===== src/hdl/aalu_pkg.sv =====
// ----------------------------------------------------------------------------
// Accumulator ALU package
// Operation and register codes, word types and the ADC adder function.
// ----------------------------------------------------------------------------
package aalu_pkg;

  typedef enum logic {
    OP_ADC = 1'b0,
    OP_AND = 1'b1
  } aalu_op_t;

  // configuration register indexes
  localparam logic CFG_BYTE_WIDTH = 1'b0;
  localparam logic CFG_DECIMAL    = 1'b1;

  localparam int unsigned DataW = 16;

  typedef struct packed {
    logic [DataW-1:0] sum;
    logic             c;
    logic             v;
  } aalu_add_t;

  // ADC: binary or packed BCD, 8 or 16 bits; narrow result sits in sum[7:0]
  function automatic aalu_add_t aalu_add(input logic [DataW-1:0] a,
                                         input logic [DataW-1:0] m,
                                         input logic cin,
                                         input logic narrow,
                                         input logic dec);
    aalu_add_t        res;
    logic [16:0]      s17;
    logic [8:0]       s9;
    logic [5:0]       ds;
    logic             c;
    logic [3:0]       top_b;
    logic [3:0]       cout_k;
    logic [DataW-1:0] dsum;
    s17 = {1'b0, a} + {1'b0, m} + {16'b0, cin};
    s9  = {1'b0, a[7:0]} + {1'b0, m[7:0]} + {8'b0, cin};
    c    = cin;
    dsum = '0;
    for (int k = 0; k < 4; k++) begin
      ds = {2'b0, a[4*k +: 4]} + {2'b0, m[4*k +: 4]} + {5'b0, c};
      // sign for V is taken before the digit is corrected
      top_b[k] = ds[3];
      if (ds >= 6'd10) begin
        ds = ds + 6'd6;
      end
      c = (ds >= 6'd16);
      cout_k[k] = c;
      dsum[4*k +: 4] = ds[3:0];
    end
    if (dec) begin
      res.sum = dsum;
      if (narrow) begin
        res.c = cout_k[1];
        res.v = (a[7] == m[7]) && (a[7] != top_b[1]);
      end else begin
        res.c = cout_k[3];
        res.v = (a[15] == m[15]) && (a[15] != top_b[3]);
      end
    end else begin
      res.sum = s17[15:0];
      if (narrow) begin
        res.c = s9[8];
        res.v = (a[7] == m[7]) && (a[7] != s9[7]);
      end else begin
        res.c = s17[16];
        res.v = (a[15] == m[15]) && (a[15] != s17[15]);
      end
    end
    return res;
  endfunction

endpackage


===== src/hdl/aalu_if.sv =====
// ----------------------------------------------------------------------------
// Accumulator ALU channels
// Valid/ready channels for request words and result words.
// ----------------------------------------------------------------------------
interface aalu_req_if;
  import aalu_pkg::*;
  logic             valid;
  logic             ready;
  aalu_op_t         req_type;
  logic [DataW-1:0] operand;

  modport source (output valid, output req_type, output operand, input ready);
  modport sink   (input valid, input req_type, input operand, output ready);
endinterface

interface aalu_res_if;
  import aalu_pkg::*;
  logic             valid;
  logic             ready;
  logic [DataW-1:0] acc_value;
  logic             neg_flag;
  logic             ovf_flag;
  logic             zero_flag;
  logic             carry_flag;

  modport source (output valid, output acc_value, output neg_flag, output ovf_flag,
                  output zero_flag, output carry_flag, input ready);
  modport sink   (input valid, input acc_value, input neg_flag, input ovf_flag,
                  input zero_flag, input carry_flag, output ready);
endinterface


===== src/hdl/accumulator_add_and_logic_unit_core.sv =====
// ----------------------------------------------------------------------------
// Accumulator ALU core
// ADC and AND on a 16-bit accumulator with 8/16-bit width and decimal mode.
// ----------------------------------------------------------------------------
// Usage:
//   in_ch carries one request word (req_type, operand); out_ch returns one
//   result word per request (accumulator and N, V, Z, C flags).
//   cfg_we/cfg_addr/cfg_wdata write the width and decimal mode registers;
//   write them only while no request is in flight.
// Pipeline: the input register loads at the request accept; the ALU result
//   goes into the result register once that register can move, and the
//   result word can be taken from there.
// Throughput: one word per cycle while out_ch.ready holds. The accumulator feedback
//   through the adder with decimal correction is the loop that sets this.
// Reset: accumulator, carry and overflow clear, 8-bit mode, binary mode, both
//   pipeline registers empty.
// Stall: a held result keeps its word; one more request waits in the input
//   register, after which in_ch.ready drops until out_ch.ready returns.
// ----------------------------------------------------------------------------
module accumulator_add_and_logic_unit_core (
  input  logic                    clk,
  input  logic                    rst_n,
  aalu_req_if.sink                in_ch,
  aalu_res_if.source              out_ch,
  input  logic                    cfg_we,
  input  logic                    cfg_addr,
  input  logic                    cfg_wdata
);
  import aalu_pkg::*;

  logic             byte_mode_r;
  logic             dec_mode_r;
  logic [DataW-1:0] acc_r;
  logic             carry_r;
  logic             ovf_r;

  logic             s1_v_r;
  aalu_op_t         s1_op_r;
  logic [DataW-1:0] s1_opnd_r;

  logic             out_v_r;
  logic [DataW-1:0] out_acc_r;
  logic             out_n_r;
  logic             out_v_flag_r;
  logic             out_z_r;
  logic             out_c_r;

  logic             fire;
  aalu_add_t        add_res;
  logic [DataW-1:0] res;
  logic [DataW-1:0] acc_nxt;
  logic             carry_nxt;
  logic             ovf_nxt;
  logic             neg_nxt;
  logic             zero_nxt;

  assign fire        = s1_v_r && (!out_v_r || out_ch.ready);
  assign in_ch.ready = !s1_v_r || fire;

  always_comb begin
    add_res   = aalu_add(acc_r, s1_opnd_r, carry_r, byte_mode_r, dec_mode_r);
    carry_nxt = carry_r;
    ovf_nxt   = ovf_r;
    if (s1_op_r == OP_ADC) begin
      res       = add_res.sum;
      carry_nxt = add_res.c;
      ovf_nxt   = add_res.v;
    end else begin
      res = acc_r & s1_opnd_r;
    end
    if (byte_mode_r) begin
      acc_nxt  = {acc_r[15:8], res[7:0]};
      neg_nxt  = res[7];
      zero_nxt = (res[7:0] == 8'h00);
    end else begin
      acc_nxt  = res;
      neg_nxt  = res[15];
      zero_nxt = (res == 16'h0000);
    end
  end

  always_ff @(posedge clk) begin
    if (!rst_n) begin
      byte_mode_r <= 1'b1;
      dec_mode_r  <= 1'b0;
      acc_r       <= '0;
      carry_r     <= 1'b0;
      ovf_r       <= 1'b0;
      s1_v_r      <= 1'b0;
      out_v_r     <= 1'b0;
    end else begin
      if (cfg_we) begin
        case (cfg_addr)
          CFG_BYTE_WIDTH: byte_mode_r <= cfg_wdata;
          CFG_DECIMAL:    dec_mode_r  <= cfg_wdata;
          default:        ;
        endcase
      end
      if (in_ch.valid && in_ch.ready) begin
        s1_v_r <= 1'b1;
      end else if (fire) begin
        s1_v_r <= 1'b0;
      end
      if (fire) begin
        out_v_r <= 1'b1;
        acc_r   <= acc_nxt;
        carry_r <= carry_nxt;
        ovf_r   <= ovf_nxt;
      end else if (out_ch.ready) begin
        out_v_r <= 1'b0;
      end
    end
  end

  // payload registers
  always_ff @(posedge clk) begin
    if (in_ch.valid && in_ch.ready) begin
      s1_op_r   <= in_ch.req_type;
      s1_opnd_r <= in_ch.operand;
    end
    if (fire) begin
      out_acc_r    <= acc_nxt;
      out_n_r      <= neg_nxt;
      out_v_flag_r <= ovf_nxt;
      out_z_r      <= zero_nxt;
      out_c_r      <= carry_nxt;
    end
  end

  assign out_ch.valid      = out_v_r;
  assign out_ch.acc_value  = out_acc_r;
  assign out_ch.neg_flag   = out_n_r;
  assign out_ch.ovf_flag   = out_v_flag_r;
  assign out_ch.zero_flag  = out_z_r;
  assign out_ch.carry_flag = out_c_r;

endmodule


===== src/flat_wrapper.sv =====
// flat-port wrapper written by rule: the top's interface ports become plain ports
module accumulator_add_and_logic_unit_core_flat import aalu_pkg::*;
  (clk, rst_n, cfg_we, cfg_addr, cfg_wdata, in_ch_valid, in_ch_req_type, in_ch_operand, in_ch_ready, out_ch_valid, out_ch_acc_value, out_ch_neg_flag, out_ch_ovf_flag, out_ch_zero_flag, out_ch_carry_flag, out_ch_ready);
  aalu_req_if in_ch_i ();
  aalu_res_if out_ch_i ();
  input  logic clk;
  input  logic rst_n;
  input  logic cfg_we;
  input  logic cfg_addr;
  input  logic cfg_wdata;
  input wire logic [$bits(in_ch_i.valid)-1:0] in_ch_valid;
  input wire logic [$bits(in_ch_i.req_type)-1:0] in_ch_req_type;
  input wire logic [$bits(in_ch_i.operand)-1:0] in_ch_operand;
  output wire logic [$bits(in_ch_i.ready)-1:0] in_ch_ready;
  output wire logic [$bits(out_ch_i.valid)-1:0] out_ch_valid;
  output wire logic [$bits(out_ch_i.acc_value)-1:0] out_ch_acc_value;
  output wire logic [$bits(out_ch_i.neg_flag)-1:0] out_ch_neg_flag;
  output wire logic [$bits(out_ch_i.ovf_flag)-1:0] out_ch_ovf_flag;
  output wire logic [$bits(out_ch_i.zero_flag)-1:0] out_ch_zero_flag;
  output wire logic [$bits(out_ch_i.carry_flag)-1:0] out_ch_carry_flag;
  input wire logic [$bits(out_ch_i.ready)-1:0] out_ch_ready;
  assign in_ch_i.valid = in_ch_valid;
  assign in_ch_i.req_type = in_ch_req_type;
  assign in_ch_i.operand = in_ch_operand;
  assign in_ch_ready = in_ch_i.ready;
  assign out_ch_valid = out_ch_i.valid;
  assign out_ch_acc_value = out_ch_i.acc_value;
  assign out_ch_neg_flag = out_ch_i.neg_flag;
  assign out_ch_ovf_flag = out_ch_i.ovf_flag;
  assign out_ch_zero_flag = out_ch_i.zero_flag;
  assign out_ch_carry_flag = out_ch_i.carry_flag;
  assign out_ch_i.ready = out_ch_ready;
  accumulator_add_and_logic_unit_core u_core (.clk(clk), .rst_n(rst_n), .in_ch(in_ch_i), .out_ch(out_ch_i), .cfg_we(cfg_we), .cfg_addr(cfg_addr), .cfg_wdata(cfg_wdata));
endmodule

===== config.mk =====
export PLATFORM = sky130hd
export DESIGN_NAME = accumulator_add_and_logic_unit_core_flat
export DESIGN_NICKNAME = d
export VERILOG_FILES = /design/src/hdl/aalu_pkg.sv /design/src/hdl/aalu_if.sv /design/src/hdl/accumulator_add_and_logic_unit_core.sv /design/src/flat_wrapper.sv
export SDC_FILE = /design/constraint.sdc
export NUM_CORES = 1
export LEC_CHECK = 0
export BUFFER_PORTS_ARGS = -buffer_cell sky130_fd_sc_hd__buf_4
export CELL_PAD_IN_SITES_DETAIL_PLACEMENT = 1
export CELL_PAD_IN_SITES_GLOBAL_PLACEMENT = 1
export CORE_ASPECT_RATIO = 1.25
export CORE_UTILIZATION = 50
export DETAILED_ROUTE_END_ITERATION = 8
export GPL_TIMING_DRIVEN = 0
export PLACE_DENSITY = 0.84
export SLEW_MARGIN = 10
export SYNTH_ARGS = -nofsm -noshare
export SYNTH_HDL_FRONTEND = slang
export SYNTH_SLANG_ARGS = --single-unit

===== constraint.sdc =====
create_clock -name clk -period 13.4 [get_ports clk]
set_input_delay 2.01 -clock clk [delete_from_list [all_inputs] [get_ports clk]]
set_output_delay 2.01 -clock clk [all_outputs]
set_load 0.05 [all_outputs]

==> impl_summary.log <==
INFO  metric avgViaCountPerCell = approximately 6.4
INFO  metric final_nets = ~630
INFO  metric gr-usage-all-layers = 0.344
INFO  metric grt-ovfl-total = 0
INFO  metric yosys_warnings = 0
INFO  metric chipWidth = roughly 90 um
INFO  metric fillers = between 1,000 and 1,500
INFO  metric numPlacedInstances = approximately 690
INFO  metric dr.pass1.iters = 7
INFO  metric setup_total_negative_slack = 0 ps
INFO  metric gp_congestion = between 0.8 and 0.9
INFO  metric boundary_pin_count = 46
INFO  metric die_height = 110 um
INFO  metric initial_utilization = 0.515
INFO  metric timing.max_cap.violations = 0
INFO  metric cts-buffers-inserted = 9
INFO  metric post-route-util = 0.601
INFO  metric critical_path.most_common_cell = sky130_fd_sc_hd__ha_1
INFO  metric max_slew_margin = 0.344
INFO  metric syn_std_cell_area = 4700 sq um
INFO  metric syn-mean-instance-area = roughly 9 sq um
INFO  metric synthesis.nets = roughly 580
INFO  metric drtAntennaViolNets = 0
INFO  metric worst_skew_pair.late_latency = approximately 350 ps
INFO  metric die-area = 9790 sq um
INFO  metric synth_adder_area_share = 0.0933
INFO  metric grt_start_max_net_pins = 30
INFO  metric finalWorstSetupSlack = about 5000 ps
INFO  metric cts_max_level = 3
INFO  metric preCtsSetupSlack = 5230 ps
INFO  metric finish.cell_count_without_fillers = slightly above 700
INFO  metric worstHoldPathType = flip-flop to flip-flop
INFO  metric worst_path_max_delay_cell = sky130_fd_sc_hd__edfxtp_1
INFO  metric status = finished, final reports clean
INFO  metric worstPathRequired = around 13,000 ps
INFO  metric report.final.slew_viol_count = 0
INFO  metric yosys.cell_types.count = 74
INFO  metric fin_crit = about 8400 ps
INFO  metric synth_top_family_by_area = compound AO/OA/AOI/OAI gates
INFO  metric muxShareOfSynthArea = 0.0218
INFO  metric vdd.ir_drop.worst = between 70 and 80 uV
INFO  metric report.final.hold_viol_count = 0
INFO  metric tritoncts_num_sinks = between 50 and 60
INFO  metric cts_hold_buf = 0
INFO  metric antenna_cells_inserted = 0
INFO  metric drt-total-wl = approximately 16,000 um
INFO  metric area_growth = 16.8%
INFO  metric cts_resized = 0
INFO  metric ys_dominant_reg_cell = sky130_fd_sc_hd__edfxtp_1
INFO  metric timing_worst_slew_pin_value = just under 1000 ps
INFO  metric dpl-instance-area = just over 5000 sq um
INFO  metric antenna_violations_before_repair = 0
INFO  metric ys_seq_elements = a little under 60
INFO  metric synthesized_area_fraction_occupied_by_ao_oa_aoi_and_oai_cells = 0.250
INFO  metric p_leak = 0.00228 uW
INFO  metric grt_pass1_wl = 24,500 um
INFO  metric dr_total_vias = 4,520
INFO  metric clock_skew = 10.1 ps
INFO  metric portBuffers = 45
INFO  metric grt_pass1_vias = around 4,600
INFO  metric period_share = 0.626
INFO  metric core_area = ~9100 sq um
INFO  metric crit_path_max_incr_delay = roughly 450 ps
INFO  metric asyncSetResetFlopFracSynth = 0
INFO  metric critPathCaptureType = flip-flop
INFO  metric drive_gt1_frac = 0.157
INFO  metric tritoncts = yes
INFO  metric post_cts_buffers = 0
INFO  metric path_class = flip-flop to flip-flop
INFO  metric remaining_drc_errors = 0
INFO  metric postLayoutCellArea = 5480 sq um
INFO  metric report.final.setup_viol = 0
INFO  metric placementRows = 39
INFO  metric grt_setup_unrepaired = false
INFO  metric multiInputGateArea = just under 3000 sq um
INFO  metric clkSlewWorstSetupHoldPaths = ~60 ps
INFO  metric synth-edff-count = 37
INFO  metric place.detailed.hpwl = approximately 12,000 um
INFO  metric ctsLongestPathBuffers = 2
INFO  metric drt_first_iter_violations = roughly 200
INFO  metric avgRoutedWirePerCell = between 20 and 25 um
INFO  metric worstPathArrival = roughly 8500 ps
INFO  metric power_density = 119 nW/um^2
INFO  metric critical_path.startpoint_type = flip-flop
INFO  metric share_of_the_synthesized_netlist_area_taken_by_xor_and_xnor_gates = 0.0701
INFO  metric max_clock_freq = between 100 and 150 MHz
INFO  metric ctsRootBufferMaster = sky130_fd_sc_hd__clkbuf_16
INFO  metric regArea = about 1600 sq um
INFO  metric synth-simple-area-share = 0.193
INFO  metric crit_fanout = 10
INFO  metric reg2reg_setup_slack = ~5000 ps
INFO  metric synth_seq_area_share = 0.330
INFO  metric synth_cells = 520
cell families (layout without fill, tap and decap cells):
logic type,count (synthesis),in the layout
AND/OR/NAND/NOR,172,172
AO/OA/AOI/OAI,166,166
flip-flops,59,59
buffers and inverters,49,110
adder cells (fa/ha/maj),32,32
XOR/XNOR,32,32
multiplexers,10,10
path summary, 6_finish.rpt:
| check | start | to | depth (start not counted) |
|---|---|---|---|
| setup reg to reg | u_core.s1_opnd_r[1] | u_core.out_ch.zero_flag | 31 |
| setup / recovery | u_core.s1_opnd_r[1] | u_core.out_ch.zero_flag | 31 |
| hold / removal | u_core.acc_r[8] | u_core.acc_r[8] | 2 |
| hold reg to reg | u_core.acc_r[8] | u_core.acc_r[8] | 2 |
routing by layer:
layer,part of all wire,GRT usage,routed length (um)
met1,0.38,0.360,6170
met2,0.54,0.630,8710
met4,0.042,0.198,675
met5,0,0,0
met3,0.037,0.0707,605
flip-flops by register name, summed over array words and instances (netlist names):
name / flops
u_core.s1_v_r: 1
u_core.s1_opnd_r: 16
u_core.byte_mode_r: 1
u_core.ovf_r: 1
u_core.out_ch.neg_flag: 1
u_core.out_ch.acc_value: 16
u_core.out_ch.ovf_flag: 1
u_core.s1_op_r: 1
u_core.carry_r: 1
u_core.dec_mode_r: 1
u_core.out_ch.valid: 1
u_core.out_ch.zero_flag: 1
u_core.acc_r: 16
u_core.out_ch.carry_flag: 1
synthesized netlist by cell type (3+ instances only):
master	instances	area share
sky130_fd_sc_hd__xnor2_1	15	0.028
sky130_fd_sc_hd__nor3_1	10	0.011
sky130_fd_sc_hd__and2_1	8	0.011
sky130_fd_sc_hd__o31ai_1	5	0.0080
sky130_fd_sc_hd__o211ai_1	5	0.0080
sky130_fd_sc_hd__xor2_1	13	0.024
sky130_fd_sc_hd__o21a_1	4	0.0064
sky130_fd_sc_hd__o22ai_1	8	0.011
sky130_fd_sc_hd__a31oi_1	5	0.0067
sky130_fd_sc_hd__o221ai_1	4	0.0075
sky130_fd_sc_hd__buf_1	3	0.0024
sky130_fd_sc_hd__nor2b_1	6	0.0080
sky130_fd_sc_hd__nand2_1	51	0.041
sky130_fd_sc_hd__a22oi_1	5	0.0080
sky130_fd_sc_hd__nand3b_1	4	0.0064
sky130_fd_sc_hd__inv_1	18	0.014
sky130_fd_sc_hd__and3_1	6	0.0080
sky130_fd_sc_hd__a41oi_1	3	0.0056
sky130_fd_sc_hd__a21boi_0	6	0.0096
sky130_fd_sc_hd__mux2i_1	8	0.017
sky130_fd_sc_hd__and4_1	3	0.0056
sky130_fd_sc_hd__nor4_1	4	0.0053
sky130_fd_sc_hd__xnor3_1	3	0.014
sky130_fd_sc_hd__fa_1	5	0.021
sky130_fd_sc_hd__nor3b_1	5	0.0080
sky130_fd_sc_hd__nor2_1	27	0.022
sky130_fd_sc_hd__nand2b_1	5	0.0067
sky130_fd_sc_hd__a21oi_1	34	0.036
sky130_fd_sc_hd__o21ai_0	28	0.030
sky130_fd_sc_hd__a211oi_1	3	0.0048
sky130_fd_sc_hd__dfxtp_1	22	0.094
sky130_fd_sc_hd__nand4_1	8	0.011
sky130_fd_sc_hd__buf_2	4	0.0043
sky130_fd_sc_hd__clkbuf_1	22	0.018
sky130_fd_sc_hd__o311a_1	4	0.0085
sky130_fd_sc_hd__or2_2	5	0.0067
sky130_fd_sc_hd__ha_1	27	0.072
sky130_fd_sc_hd__a21o_1	14	0.022
sky130_fd_sc_hd__o211a_1	4	0.0085
sky130_fd_sc_hd__edfxtp_1	37	0.24
sky130_fd_sc_hd__nand3_1	19	0.020
sky130_fd_sc_hd__a211o_1	5	0.0093
critical path, delay by kind of cell (launching register included):
kind                     cells  cell delay [ps]
AO/OA/AOI/OAI               10             2650
XOR/XNOR                     1              350
adder cells (fa/ha/maj)      8             2270
buffers and inverters        4              970
flip-flops                   1              450
multiplexers                 1              110
AND/OR/NAND/NOR              7             1290
power by group:
group          internal (uW)  switching, uW  leakage [uW]  total, uW
combinational           75.2            133       0.00160        208
sequential               205           7.24      0.000538        212
clock                    143           91.3      0.000141        234
layout by cell type (no fill, tap or decap), types with 6 or more instances in the layout:
cell type                   count
sky130_fd_sc_hd__a21boi_0       6
sky130_fd_sc_hd__a21o_1        14
sky130_fd_sc_hd__a21oi_1       34
sky130_fd_sc_hd__and2_1         8
sky130_fd_sc_hd__and3_1         6
sky130_fd_sc_hd__buf_4         45
sky130_fd_sc_hd__clkbuf_1      22
sky130_fd_sc_hd__clkbuf_16      9
sky130_fd_sc_hd__dfxtp_1       22
sky130_fd_sc_hd__edfxtp_1      37
sky130_fd_sc_hd__ha_1          27
sky130_fd_sc_hd__inv_1         18
sky130_fd_sc_hd__mux2i_1        8
sky130_fd_sc_hd__nand2_1       51
sky130_fd_sc_hd__nand3_1       19
sky130_fd_sc_hd__nand4_1        8
sky130_fd_sc_hd__nor2_1        27
sky130_fd_sc_hd__nor2b_1        6
sky130_fd_sc_hd__nor3_1        10
sky130_fd_sc_hd__o21ai_0       28
sky130_fd_sc_hd__o22ai_1        8
sky130_fd_sc_hd__xnor2_1       15
sky130_fd_sc_hd__xor2_1        13
area by class of cell:
| class | instances | area share |
|---|---|---|
| plain buffers | 30 | 0.0230 |
| repair buffers | 45 | 0.0616 |
| clock inverters | 7 | 0.0126 |
| flip-flops and latches | 59 | 0.283 |
| multi-input cells | 412 | 0.538 |
| inverters | 19 | 0.0130 |
| clock buffers | 9 | 0.0411 |
| well taps | 123 | 0.0281 |
through the flow:
stage | hold WS, ps | power, uW
after detailed placement | 505 | 417
after global routing | 549 | 679
after floorplan | 439 | 360
after global placement | 479 | 406
final | 518 | 655
after CTS | 523 | 651
(Power assumes the default switching activity.)
